<file path="config.mk">
export PLATFORM = sky130hd
export DESIGN_NAME = dependency_level_assigner_unit
export DESIGN_NICKNAME = d
export VERILOG_FILES = /design/src/hdl/dla_pkg.sv /design/src/hdl/dla_front.sv /design/src/hdl/dla_back.sv /design/src/hdl/dla_out.sv /design/src/hdl/dependency_level_assigner_unit.sv
export VERILOG_INCLUDE_DIRS = /design/src /design/src/hdl
export SDC_FILE = /design/constraint.sdc
export NUM_CORES = 2
export LEC_CHECK = 0
export ABC_AREA = 1
export BUFFER_PORTS_ARGS = -buffer_cell sky130_fd_sc_hd__buf_2
export CAP_MARGIN = 20
export CORE_AREA = 2 2 520 522
export DETAILED_ROUTE_END_ITERATION = 7
export DIE_AREA = 0 0 522 524
export PLACE_DENSITY = 0.55
export SLEW_MARGIN = 0
export SYNTH_ARGS = -nofsm -noshare
export SYNTH_HDL_FRONTEND = slang
export SYNTH_SLANG_ARGS = --single-unit
</file>
<file path="constraint.sdc">
create_clock -name clk -period 12.6 [get_ports clk]
set_input_delay 2.52 -clock clk [delete_from_list [all_inputs] [get_ports clk]]
set_output_delay 2.52 -clock clk [all_outputs]
set_load 0.1 [all_outputs]
</file>
<file path="src/hdl/dependency_level_assigner_unit_assert.svh">
// assertion macros for the dependency level assigner
// expects clk and rst in the scope where a macro is used
`ifndef DEPENDENCY_LEVEL_ASSIGNER_UNIT_ASSERT_SVH
`define DEPENDENCY_LEVEL_ASSIGNER_UNIT_ASSERT_SVH

// condition implies a check in the same cycle
`define DLA_ASSERT_NOW(name, ante, cons, msg) \
  name: assert property (@(posedge clk) disable iff (rst) (ante) |-> (cons)) \
    else $error(msg);

// condition implies a check in the following cycle
`define DLA_ASSERT_NEXT(name, ante, cons, msg) \
  name: assert property (@(posedge clk) disable iff (rst) (ante) |=> (cons)) \
    else $error(msg);

`endif

</file>
<file path="src/hdl/dla_pkg.sv">
// shared types, constants and helper functions for the dependency level assigner
// no dependencies
package dla_pkg;

  localparam int IDX_W = 6;
  localparam int IDX_SPAN = 1 << IDX_W;
  localparam int LEVEL_BITS = 10;
  localparam int NUM_BUFFERS_DEF = 64;

  typedef logic [IDX_W-1:0] idx_t;
  typedef logic [LEVEL_BITS-1:0] level_t;

  localparam level_t LEVEL_MAX = '1;

  localparam logic OP_ADD = 1'b0;
  localparam logic OP_MUL = 1'b1;

  typedef struct packed {
    logic req_type;
    idx_t dest_tensor;
    idx_t src_a;
    idx_t src_b;
    logic new_set;
  } req_t;

  typedef struct packed {
    level_t level;
    level_t level_count_minus_one;
  } rsp_t;

  // classified request held in the queue between front and back
  typedef struct packed {
    logic fresh;
    logic dst_ok;
    logic a_ok;
    logic b_ok;
    idx_t dst;
    idx_t sa;
    idx_t sb;
  } op_t;

  typedef struct packed {
    logic issue;
    logic push;
  } stat_t;

  // only IDX_SPAN buffers can ever be named by a request
  function automatic int table_depth(input int n);
    return (n < IDX_SPAN) ? n : IDX_SPAN;
  endfunction

  function automatic level_t sat_inc(input level_t v);
    return (v == LEVEL_MAX) ? v : v + level_t'(1);
  endfunction

  function automatic level_t lvl_max(input level_t a, input level_t b);
    return (a > b) ? a : b;
  endfunction

endpackage

</file>
<file path="src/hdl/dla_front.sv">
// front part: accepts requests, classifies buffer indexes, two-entry queue
// depends on dla_pkg
module dla_front import dla_pkg::*; #(
  parameter int NUM_BUFFERS = NUM_BUFFERS_DEF
) (
  input  logic clk,
  input  logic rst,
  input  logic req_valid,
  output logic req_stall,
  input  req_t req,
  output logic op_valid,
  input  logic op_pop,
  output op_t  op
);

  localparam int DEPTH = table_depth(NUM_BUFFERS);

  op_t        fifo_mem [2];
  logic       wr_ptr;
  logic       rd_ptr;
  logic [1:0] count;
  logic [1:0] count_next;
  logic       push;
  op_t        op_in;

  always_comb begin
    op_in.fresh  = req.new_set;
    op_in.dst_ok = 32'(req.dest_tensor) < DEPTH;
    op_in.a_ok   = 32'(req.src_a) < DEPTH;
    op_in.b_ok   = (req.req_type == OP_MUL) && (32'(req.src_b) < DEPTH);
    op_in.dst    = req.dest_tensor;
    op_in.sa     = req.src_a;
    op_in.sb     = req.src_b;
  end

  assign req_stall = (count == 2'd2);
  assign push      = req_valid && !req_stall;
  assign op_valid  = (count != 2'd0);
  assign op        = fifo_mem[rd_ptr];

  always_comb begin
    count_next = count;
    if (push && !op_pop) begin
      count_next = count + 2'd1;
    end else if (op_pop && !push) begin
      count_next = count - 2'd1;
    end
  end

  always_ff @(posedge clk) begin
    if (rst) begin
      wr_ptr <= 1'b0;
      rd_ptr <= 1'b0;
      count  <= 2'd0;
    end else begin
      count <= count_next;
      if (push) begin
        wr_ptr <= ~wr_ptr;
      end
      if (op_pop) begin
        rd_ptr <= ~rd_ptr;
      end
    end
  end

  always_ff @(posedge clk) begin
    if (push) begin
      fifo_mem[wr_ptr] <= op_in;
    end
  end

endmodule

</file>
<file path="src/hdl/dla_back.sv">
// back part: level tables, level computation and table updates
// depends on dla_pkg
module dla_back import dla_pkg::*; #(
  parameter int NUM_BUFFERS = NUM_BUFFERS_DEF
) (
  input  logic  clk,
  input  logic  rst,
  input  logic  op_valid,
  input  op_t   op,
  output logic  op_pop,
  input  logic  room,
  output logic  push,
  output rsp_t  rsp,
  output stat_t stat
);

  localparam int DEPTH = table_depth(NUM_BUFFERS);
  localparam int AW = (DEPTH > 1) ? $clog2(DEPTH) : 1;

  // two copies of each table give enough read ports
  level_t wr_tab0 [DEPTH];
  level_t wr_tab1 [DEPTH];
  level_t rd_tab0 [DEPTH];
  level_t rd_tab1 [DEPTH];
  logic [DEPTH-1:0] writer_valid;
  logic [DEPTH-1:0] reader_valid;

  logic   issue;
  logic   s1;
  op_t    s1_op;
  level_t wa_q, wb_q, wd_q, rd_q, ra_q, rb_q;
  logic   wv_a, wv_b, wv_d, rv_d, rv_a, rv_b;
  logic   hit_d, hit_a, hit_b;
  level_t fwd_val;
  logic   pend;
  logic [AW-1:0] pend_addr;
  level_t pend_val;
  level_t highest;

  logic [AW-1:0] i_d, i_a, i_b;
  logic [AW-1:0] c_d, c_a, c_b;
  level_t rd_eff, ra_eff, rb_eff;
  level_t e_a, e_b, e_d, lvl, w_new, ra_new, rb_new, base, hi_new;
  logic          rd_we;
  logic [AW-1:0] rd_wa;
  level_t        rd_wd;

  assign i_d = op.dst[AW-1:0];
  assign i_a = op.sa[AW-1:0];
  assign i_b = op.sb[AW-1:0];
  assign c_d = s1_op.dst[AW-1:0];
  assign c_a = s1_op.sa[AW-1:0];
  assign c_b = s1_op.sb[AW-1:0];

  assign issue  = op_valid && !s1 && room;
  assign op_pop = issue;

  // issue: table reads and valid capture
  always_ff @(posedge clk) begin
    if (issue) begin
      wa_q    <= wr_tab0[i_a];
      wb_q    <= wr_tab0[i_b];
      wd_q    <= wr_tab1[i_d];
      rd_q    <= rd_tab0[i_d];
      ra_q    <= rd_tab0[i_a];
      rb_q    <= rd_tab1[i_b];
      wv_a    <= op.a_ok && !op.fresh && writer_valid[i_a];
      wv_b    <= op.b_ok && !op.fresh && writer_valid[i_b];
      wv_d    <= op.dst_ok && !op.fresh && writer_valid[i_d];
      rv_d    <= op.dst_ok && !op.fresh && reader_valid[i_d];
      rv_a    <= op.a_ok && !op.fresh && reader_valid[i_a];
      rv_b    <= op.b_ok && !op.fresh && reader_valid[i_b];
      hit_d   <= pend && (pend_addr == i_d);
      hit_a   <= pend && (pend_addr == i_a);
      hit_b   <= pend && (pend_addr == i_b);
      fwd_val <= pend_val;
      s1_op   <= op;
    end
  end

  // compute: level and updated table values
  always_comb begin
    rd_eff = hit_d ? fwd_val : rd_q;
    ra_eff = hit_a ? fwd_val : ra_q;
    rb_eff = hit_b ? fwd_val : rb_q;
    e_a    = wv_a ? sat_inc(wa_q) : '0;
    e_b    = wv_b ? sat_inc(wb_q) : '0;
    e_d    = rv_d ? sat_inc(rd_eff) : '0;
    lvl    = lvl_max(lvl_max(e_a, e_b), e_d);
    w_new  = (wv_d && (wd_q > lvl)) ? wd_q : lvl;
    ra_new = (rv_a && (ra_eff > lvl)) ? ra_eff : lvl;
    rb_new = (rv_b && (rb_eff > lvl)) ? rb_eff : lvl;
    base   = s1_op.fresh ? '0 : highest;
    hi_new = lvl_max(lvl, base);
  end

  assign push = s1;
  assign rsp.level = lvl;
  assign rsp.level_count_minus_one = hi_new;
  assign stat.issue = issue;
  assign stat.push  = push;

  // reader table takes src_a in the compute cycle and src_b in the cycle after
  assign rd_we = (s1 && s1_op.a_ok) || pend;
  assign rd_wa = s1 ? c_a : pend_addr;
  assign rd_wd = s1 ? ra_new : pend_val;

  always_ff @(posedge clk) begin
    if (s1 && s1_op.dst_ok) begin
      wr_tab0[c_d] <= w_new;
      wr_tab1[c_d] <= w_new;
    end
    if (rd_we) begin
      rd_tab0[rd_wa] <= rd_wd;
      rd_tab1[rd_wa] <= rd_wd;
    end
    if (s1) begin
      pend_addr <= c_b;
      pend_val  <= rb_new;
    end
  end

  always_ff @(posedge clk) begin
    if (rst) begin
      s1           <= 1'b0;
      pend         <= 1'b0;
      highest      <= '0;
      writer_valid <= '0;
      reader_valid <= '0;
    end else begin
      s1   <= issue;
      pend <= s1 && s1_op.b_ok;
      if (s1) begin
        highest <= hi_new;
        if (s1_op.dst_ok) begin
          writer_valid[c_d] <= 1'b1;
        end
        if (s1_op.a_ok) begin
          reader_valid[c_a] <= 1'b1;
        end
        if (s1_op.b_ok) begin
          reader_valid[c_b] <= 1'b1;
        end
      end
      if (issue && op.fresh) begin
        writer_valid <= '0;
        reader_valid <= '0;
      end
    end
  end

endmodule

</file>
<file path="src/hdl/dla_out.sv">
// two-entry result buffer between back part and response channel
// depends on dla_pkg
module dla_out import dla_pkg::*; (
  input  logic clk,
  input  logic rst,
  input  logic push,
  input  rsp_t rsp_in,
  output logic room,
  output logic rsp_valid,
  input  logic rsp_stall,
  output rsp_t rsp
);

  rsp_t       buf_mem [2];
  logic       wr_ptr;
  logic       rd_ptr;
  logic [1:0] count;
  logic [1:0] count_next;
  logic       pop;

  assign room      = (count != 2'd2);
  assign rsp_valid = (count != 2'd0);
  assign rsp       = buf_mem[rd_ptr];
  assign pop       = rsp_valid && !rsp_stall;

  always_comb begin
    count_next = count;
    if (push && !pop) begin
      count_next = count + 2'd1;
    end else if (pop && !push) begin
      count_next = count - 2'd1;
    end
  end

  always_ff @(posedge clk) begin
    if (rst) begin
      wr_ptr <= 1'b0;
      rd_ptr <= 1'b0;
      count  <= 2'd0;
    end else begin
      count <= count_next;
      if (push) begin
        wr_ptr <= ~wr_ptr;
      end
      if (pop) begin
        rd_ptr <= ~rd_ptr;
      end
    end
  end

  always_ff @(posedge clk) begin
    if (push) begin
      buf_mem[wr_ptr] <= rsp_in;
    end
  end

endmodule

</file>
<file path="src/hdl/dependency_level_assigner_unit.sv">
// channel  dir  handshake            payload
// req      in   req_valid/req_stall  req_t: req_type, dest_tensor, src_a, src_b, new_set
// rsp      out  rsp_valid/rsp_stall  rsp_t: level, level_count_minus_one
// a request issues only when the back part is not computing and the result buffer has room:
// issue reads the level tables, the next cycle computes the level and writes back; src_b
// of a multiply lands in the cycle after that and is forwarded to the following request
// with nothing queued a request passes issue, then compute, then the result buffer
// rst clears queues, valid bits and the running highest level; tables need no clear
// a stalled response backs up into the two-entry result buffer, then the request queue
// top level of the dependency level assigner; uses dla_pkg, dla_front, dla_back, dla_out
`include "dependency_level_assigner_unit_assert.svh"
module dependency_level_assigner_unit import dla_pkg::*; #(
  parameter int NUM_BUFFERS = NUM_BUFFERS_DEF
) (
  input  logic clk,
  input  logic rst,
  input  logic req_valid,
  output logic req_stall,
  input  req_t req,
  output logic rsp_valid,
  input  logic rsp_stall,
  output rsp_t rsp
);

  logic  op_valid;
  logic  op_pop;
  op_t   op;
  logic  room;
  logic  push;
  rsp_t  rsp_int;
  stat_t stat;

  dla_front #(
    .NUM_BUFFERS(NUM_BUFFERS)
  ) u_front (
    .clk       (clk),
    .rst       (rst),
    .req_valid (req_valid),
    .req_stall (req_stall),
    .req       (req),
    .op_valid  (op_valid),
    .op_pop    (op_pop),
    .op        (op)
  );

  dla_back #(
    .NUM_BUFFERS(NUM_BUFFERS)
  ) u_back (
    .clk      (clk),
    .rst      (rst),
    .op_valid (op_valid),
    .op       (op),
    .op_pop   (op_pop),
    .room     (room),
    .push     (push),
    .rsp      (rsp_int),
    .stat     (stat)
  );

  dla_out u_out (
    .clk       (clk),
    .rst       (rst),
    .push      (push),
    .rsp_in    (rsp_int),
    .room      (room),
    .rsp_valid (rsp_valid),
    .rsp_stall (rsp_stall),
    .rsp       (rsp)
  );

  `DLA_ASSERT_NEXT(a_issue_then_push, stat.issue, stat.push, "issued request gave no result")
  `DLA_ASSERT_NOW(a_no_overlap, stat.push, !stat.issue, "issue overlapped the compute cycle")
  `DLA_ASSERT_NOW(a_issue_ok, stat.issue, op_valid && room, "issue without request or room")

endmodule

</file>
==> Yosys cells after proc, flatten, opt, wreduce, memory -nomap -nowiden <==
Memory sizes are Yosys's and may differ from the RTL's. A register that Yosys moved wholly into a read port is not among the register bits.
Index checks and enable logic that the tools add are counted.
{ "classes": {"addsub": 7, "magnitude_cmp": 15, "eq_ne": 8, "n_mux": 56, "bitwise_logic": 7, "n_reduce_logical": 44} }
{ "ops": {"columns": ["operator", "n"], "rows": [
  ["two-way mux 64 bit", 4],
  ["OR 64 bit", 3],
  ["two-way mux 10 bit", 17],
  ["> comparator 10 bit", 6],
  ["< comparator 6 x 7 -> 1 bit, second input constant", 6],
  ["binary-select mux 1 bit (select 6 bit)", 6],
  ["adder 10 x 1 -> 10 bit, second input constant", 3],
  ["== test 10 bit, second input constant", 3],
  ["logical AND 1 bit", 28],
  ["two-way mux 1 bit", 21],
  ["demux 1 bit (select 6 bit)", 3],
  ["== test 6 bit", 3],
  [">= comparator 6 x 1 -> 1 bit, second input constant", 3],
  ["two-way mux 2 bit", 4],
  ["nonzero test 2 bit", 4],
  ["logical NOT 1 bit", 7],
  ["two-way mux 6 bit", 1],
  ["adder 2 x 1 -> 2 bit, second input constant", 2],
  ["NOT 1 bit", 4],
  ["subtractor 2 x 1 -> 2 bit, second input constant", 2],
  ["== test 2 bit, second input constant", 1],
  ["logical AND 1 bit, first input constant", 2],
  ["!= test 2 bit, second input constant", 1],
  ["AND reduction 2 bit", 1],
  ["other kinds (2)", 2]
]} }
{ "word_totals": {"regBits": 205, "ram_bits": 2640, "in_bits": 24, "output_inout_bits": 22, "n_memories": 6} }
{ "mem_list": {"columns": ["name", "depth", "word_bits", "read_ports", "rd_clocked_by_memory_dff", "wr", "line", "text"], "rows": [
  ["u_back.rd_tab0", 64, 10, 2, 2, 1, "dla_back.sv:23", "level_t rd_tab0 [DEPTH];"],
  ["u_back.rd_tab1", 64, 10, 1, 1, 1, "dla_back.sv:24", "level_t rd_tab1 [DEPTH];"],
  ["u_back.wr_tab0", 64, 10, 2, 2, 1, "dla_back.sv:21", "level_t wr_tab0 [DEPTH];"],
  ["u_back.wr_tab1", 64, 10, 1, 1, 1, "dla_back.sv:22", "level_t wr_tab1 [DEPTH];"],
  ["u_front.fifo_mem", 2, 20, 1, 1, 1, "dla_front.sv:18", "op_t fifo_mem [2];"],
  ["u_out.buf_mem", 2, 20, 1, 1, 1, "dla_out.sv:14", "rsp_t buf_mem [2];"]
]} }

==> Longest topological paths before layout <==
{ "depth": {"ltp_word": 11, "depth_mapped": 50, "mapped_depth_nobuf": 48} }

==> By module <==
From an unflattened synthesis, not the netlist that was laid out.
{ "unflattened": {"cells_unflattened": 10913, "area_unflattened_um2": 92084.6} }
{ "by_module_without_submodules": {"columns": ["module", "instances", "cells_per_inst", "area_per_inst_um2"], "rows": [
  ["dla_back", 1, 10715, 88538.7],
  ["dla_front", 1, 100, 1784.2],
  ["dla_out", 1, 98, 1761.7]
]} }

==> Worst setup path before layout <==
No wires, ideal clock.
{ "synth_timing": {"kind": "flip-flop to flip-flop", "startpoint": "register u_out.count[0]", "endpoint": "register u_back.reader_valid[0]", "t_arrival_ns": 9.823, "required_time_ns": 12.474, "path_slack_ns": 2.651, "path_stages_with_launch": 8, "path_cell_list": "dfxtp_1 -> inv_1 -> a221oi_1 -> inv_1 -> o21bai_1 -> clkbuf_1 -> clkbuf_1 -> nor2_1"} }
{ "synth_via": {"elab_chain_cells": 4} }
{ "synth_lines": {"columns": ["element", "line", "text"], "rows": [
  ["start: declaration", "dla_out.sv:17", "logic [1:0] count;"],
  ["start signal: assignment", "dla_out.sv:41", "count <= count_next;"],
  ["!= test 2 bit", "dla_out.sv:21", "assign room = (count != 2'd2);"],
  ["logical AND 1 bit", "dla_back.sv:55", "assign issue = op_valid && !s1 && room;"],
  ["named net op_pop", "dependency_level_assigner_unit.sv:26", "logic op_pop;"],
  ["logical AND 1 bit", "dla_back.sv:145", "if (issue && op.fresh) begin"],
  ["OR reduction 2 bit (no line)", null, null],
  ["end signal: indexed assignment", "dla_back.sv:139", "reader_valid[c_a] <= 1'b1;"],
  ["end signal: indexed assignment", "dla_back.sv:142", "reader_valid[c_b] <= 1'b1;"],
  ["end signal: assignment", "dla_back.sv:147", "reader_valid <= '0;"],
  ["end: declaration", "dla_back.sv:26", "logic [DEPTH-1:0] reader_valid;"]
]} }
The timed path passes the listed nets, and every way through them passes these cells.
A chain may end at the register's enable or synchronous reset.

==> results <==
- The flow ran to the end, and the final reports show no timing, DRC or antenna violations.
- The detailed-route wire length on metal 1 is roughly 160 mm.
- During I/O placement, the number of pins put on the boundary was 46.
- The dominant cell type by area after synthesis is edfxtp_1.
- The class of the tightest hold or removal check is flop to flop.
- The floorplan row count is between 150 and 200.
- The worst path arrival time is 8750 ps.
- The routed design uses 170.2 mm of met2 wire.
- The clock tree synthesis step divided the H-tree into 4 levels.
- The synthesized area divided by synthesized cell count is roughly 8.5 um2.
- The number of vias per cell is around 6.3.
- The number of clock sinks seen by CTS is roughly 1600.
- The worst hold path stage count is 1.
- The final hold violation count came to 0.
- For this design, the CTS-stage hold fixing added 0 buffers.
- The predominant post-synthesis flop cell is edfxtp_1.
- Counting flops and latches in the post-synthesis netlist gives 1625.
- The count of maximum capacitance violations is 0.
- In this run, synthesis inferred 1475 flip-flops with an integrated enable.
- The setup total negative slack is 0 ps.
- In the layout the commonest cells are 2177 x o21ai_0, 1475 x edfxtp_1, 1146 x a21oi_1, 989 x nor2_1, 964 x o211ai_1.
- STA classifies the critical path startpoint as a flop.
- The first global-routing pass estimated between 500 and 600 mm of wire.
- The final weighted congestion of routability-driven global placement is between 0.9 and 1.
- Setup violations remaining at the end of the flow were counted as 0.
- The tree is rooted in a clkbuf_16.
- The maximum operating frequency is about 0.12 GHz.
- After clock tree synthesis, the repair step resized 0 gates.
- The number of buffers inserted during clock tree synthesis is around 180.
- The number of antenna violations at the first check in global routing was 15.
- The endpoint kind of the worst setup timing path is a flop.
- The register-to-register path setup slack is between 4000 and 5000 ps.
- The fraction of synthesis flops using an asynchronous set or reset pin is 0%.
- Across every metal layer, demand over resource in global routing totals approximately 28%.
- For this run, design rule violations remaining after detail routing come to 0.
- In this run the tightest slew margin relative to its limit is 15.22%.
- The proportion of synthesized chip area in sequential cells is 50.72%.
- For this run, the share of the core covered by cells in the final layout is a little under two fifths.
- The critical path is of the flop to flop type.
- The number of max-slew violations in the final report was 0.
- The count of different cell masters after synthesis is 52.
- The routed via count is around 90000.
- The pre-antenna-repair detailed-routing pass consisted of 7 iterations.
- The post-synthesis instance area is roughly 0.093 mm2.
- The initial core utilization is 34.87%.
- Signal routing reaches up to met5.
- The die area is 0.2735 mm2.
- Once detail routing completed, the nets flagged for antenna violations numbered 0.
- The worst path in the final design needs a cycle of just over 8000 ps, including I/O delays and setup.
- The most repeated library cell on the critical path is inv_1.
- Compared with the post-synthesis result, the final layout area differs by 10.05%.
- The final layout contains routed wiring with a total length of roughly 400 mm.
- For this run the aggregate overflow at the end of global routing stands at 0.
- Measured in cells, the most critical reg-to-reg path has a length of 39.
- The synthesized instance count is between 10000 and 15000.
- The first routing iteration left approximately 15000 violations.
- The area fraction of the dominant cell type after synthesis is a little under half.
- Yosys printed 0 warnings.
- The total met3 wirelength after detailed routing is about 52 mm.
- The TritonCTS clock tree is done.
- At the later pin of the worst-skew pair, clock insertion delay measures 880 ps.
- The layout cell share with drive strength beyond 1 is under 10%.
- The required time at the worst-slack endpoint is roughly 13000 ps.
- Sorting the synthesized cells by area gives the leading types as edfxtp_1 48%, o21ai_0 12%, o211ai_1 7.8%.
- Counting the fill cells in the layout gives ~26000.
- The critical-path maximum fanout is between 40 and 50.
- In this run the horizontal extent of the chip is roughly 520 um.
- Clock-pin slew was measured on the worst setup and hold paths at about 60 ps.
- Setup repair after global routing left no endpoint under its margin.
- The net count of the mapped netlist is between 10000 and 15000.
- The net count of the finished layout is about 11000.
- The average routed wire per standard cell is 28.21 um.
- Once detailed placement completed, the half-perimeter wirelength came to 232.2 mm.
- In this run the post-CTS setup repair buffer count came out at 0.
- The pin count of the biggest net entering global routing is roughly 190.
- The final setup skew is roughly 56 ps.
- Dividing the final minimum period by the clock period gives about two thirds.
- The via count of the first global-routing pass was ~82000.
- The most common cell after layout, fill and taps aside is o21ai_0.
- The slowest stage of the critical path is the o21ai_1 cell.
- For the pin with the worst max-slew slack, the measured transition is 1272 ps.
- The clock passes through at most 4 buffers.
- The number of buffer cells added on primary ports is 45.
- The area of the core is approximately 0.27 mm2.
- The maximum single-stage delay on the critical path is around 690 ps.
- The die height is between 500 and 600 um.
metrics by stage:
stage	instances	hold WS, ps	area [um2]	worst slack (ps)
after floorplan	10960	426.8	93250	2651
final	14180	463.4	102600	4404
after detailed placement	13850	450.6	97000	4452
after global placement	13840	431.8	96820	4493
after global routing	14170	492.8	102600	3579
after CTS	14170	458.5	102500	4395
cell type report:
type / instances / area, um2 / area share, %
inverter: 717 / 2746 / 2.676
timing repair buffer: 299 / 2540 / 2.475
antenna: 7 / 17.52 / 0.01707
tap: 3552 / 4444 / 4.331
clock inverter: 81 / 606.8 / 0.5913
multi-input combinational: 7661 / 40040 / 39.02
clock buffer: 239 / 4923 / 4.798
sequential: 1625 / 47300 / 46.09
cells by family (layout without fill, tap and decap cells):
kind of cell | count (synthesis) | after routing | share of synthesized area (%)
flip-flops | 1625 | 1625 | 50.72
buffers and inverters | 1676 | 1336 | 6.799
multiplexers | 23 | 23 | 0.2737
other | 0 | 7 | 0
adder cells (fa/ha/maj) | 55 | 55 | 0.7380
AO/OA/AOI/OAI | 4449 | 4449 | 27.02
AND/OR/NAND/NOR | 3123 | 3123 | 14.35
XOR/XNOR | 11 | 11 | 0.1033
critical path, delay by kind of cell, from the launching register on:
family	cells	cell delay, ps
AO/OA/AOI/OAI	3	1290
XOR/XNOR	1	140
adder cells (fa/ha/maj)	4	1320
buffers and inverters	6	1370
flip-flops	1	440
AND/OR/NAND/NOR	25	3230
registers in the layout, indices dropped and copies added (netlist names), 40 cells and up, named ones only:
signal / count
u_back.rd_tab1: 640
u_back.wr_tab0: 640
u_out.buf_mem: 40
u_back.writer_valid: 64
u_back.reader_valid: 64
u_front.fifo_mem: 40
synthesized netlist by cell type (18+ instances only):
library cell and count:
o21ai_0 2180, edfxtp_1 1475, a21oi_1 1146, nor2_1 1058, nand2_1 989, o211ai_1 964, nand3_1 929, clkbuf_1 814
inv_1 703, dfxtp_1 150, buf_1 133, o311ai_0 65, ha_1 55, nor3_1 30, a32o_1 24, nand4_1 23
nand3_2 21, mux2_2 20, or2_2 20, nand2_2 18, o21ai_1 18
routing by layer:
layer / global-route usage (%) / up-vias
li1: - / 38890
met1: 37.57 / 43220
met2: 41.46 / 6486
met3: 7.269 / 1282
met4: 14.03 / 14
met5: 0 / -
final timing paths:
kind,start,to
max,u_back.wa_q[0],u_back.rd_tab1[26][6]
min,u_front.rd_ptr,flop
max reg2reg,u_back.wa_q[0],u_back.rd_tab1[26][6]
min reg2reg,u_front.rd_ptr,flop
Power is left out: the tool's default activity adds up to more than one toggle a clock period on the data nets, which glitch-free logic cannot reach.
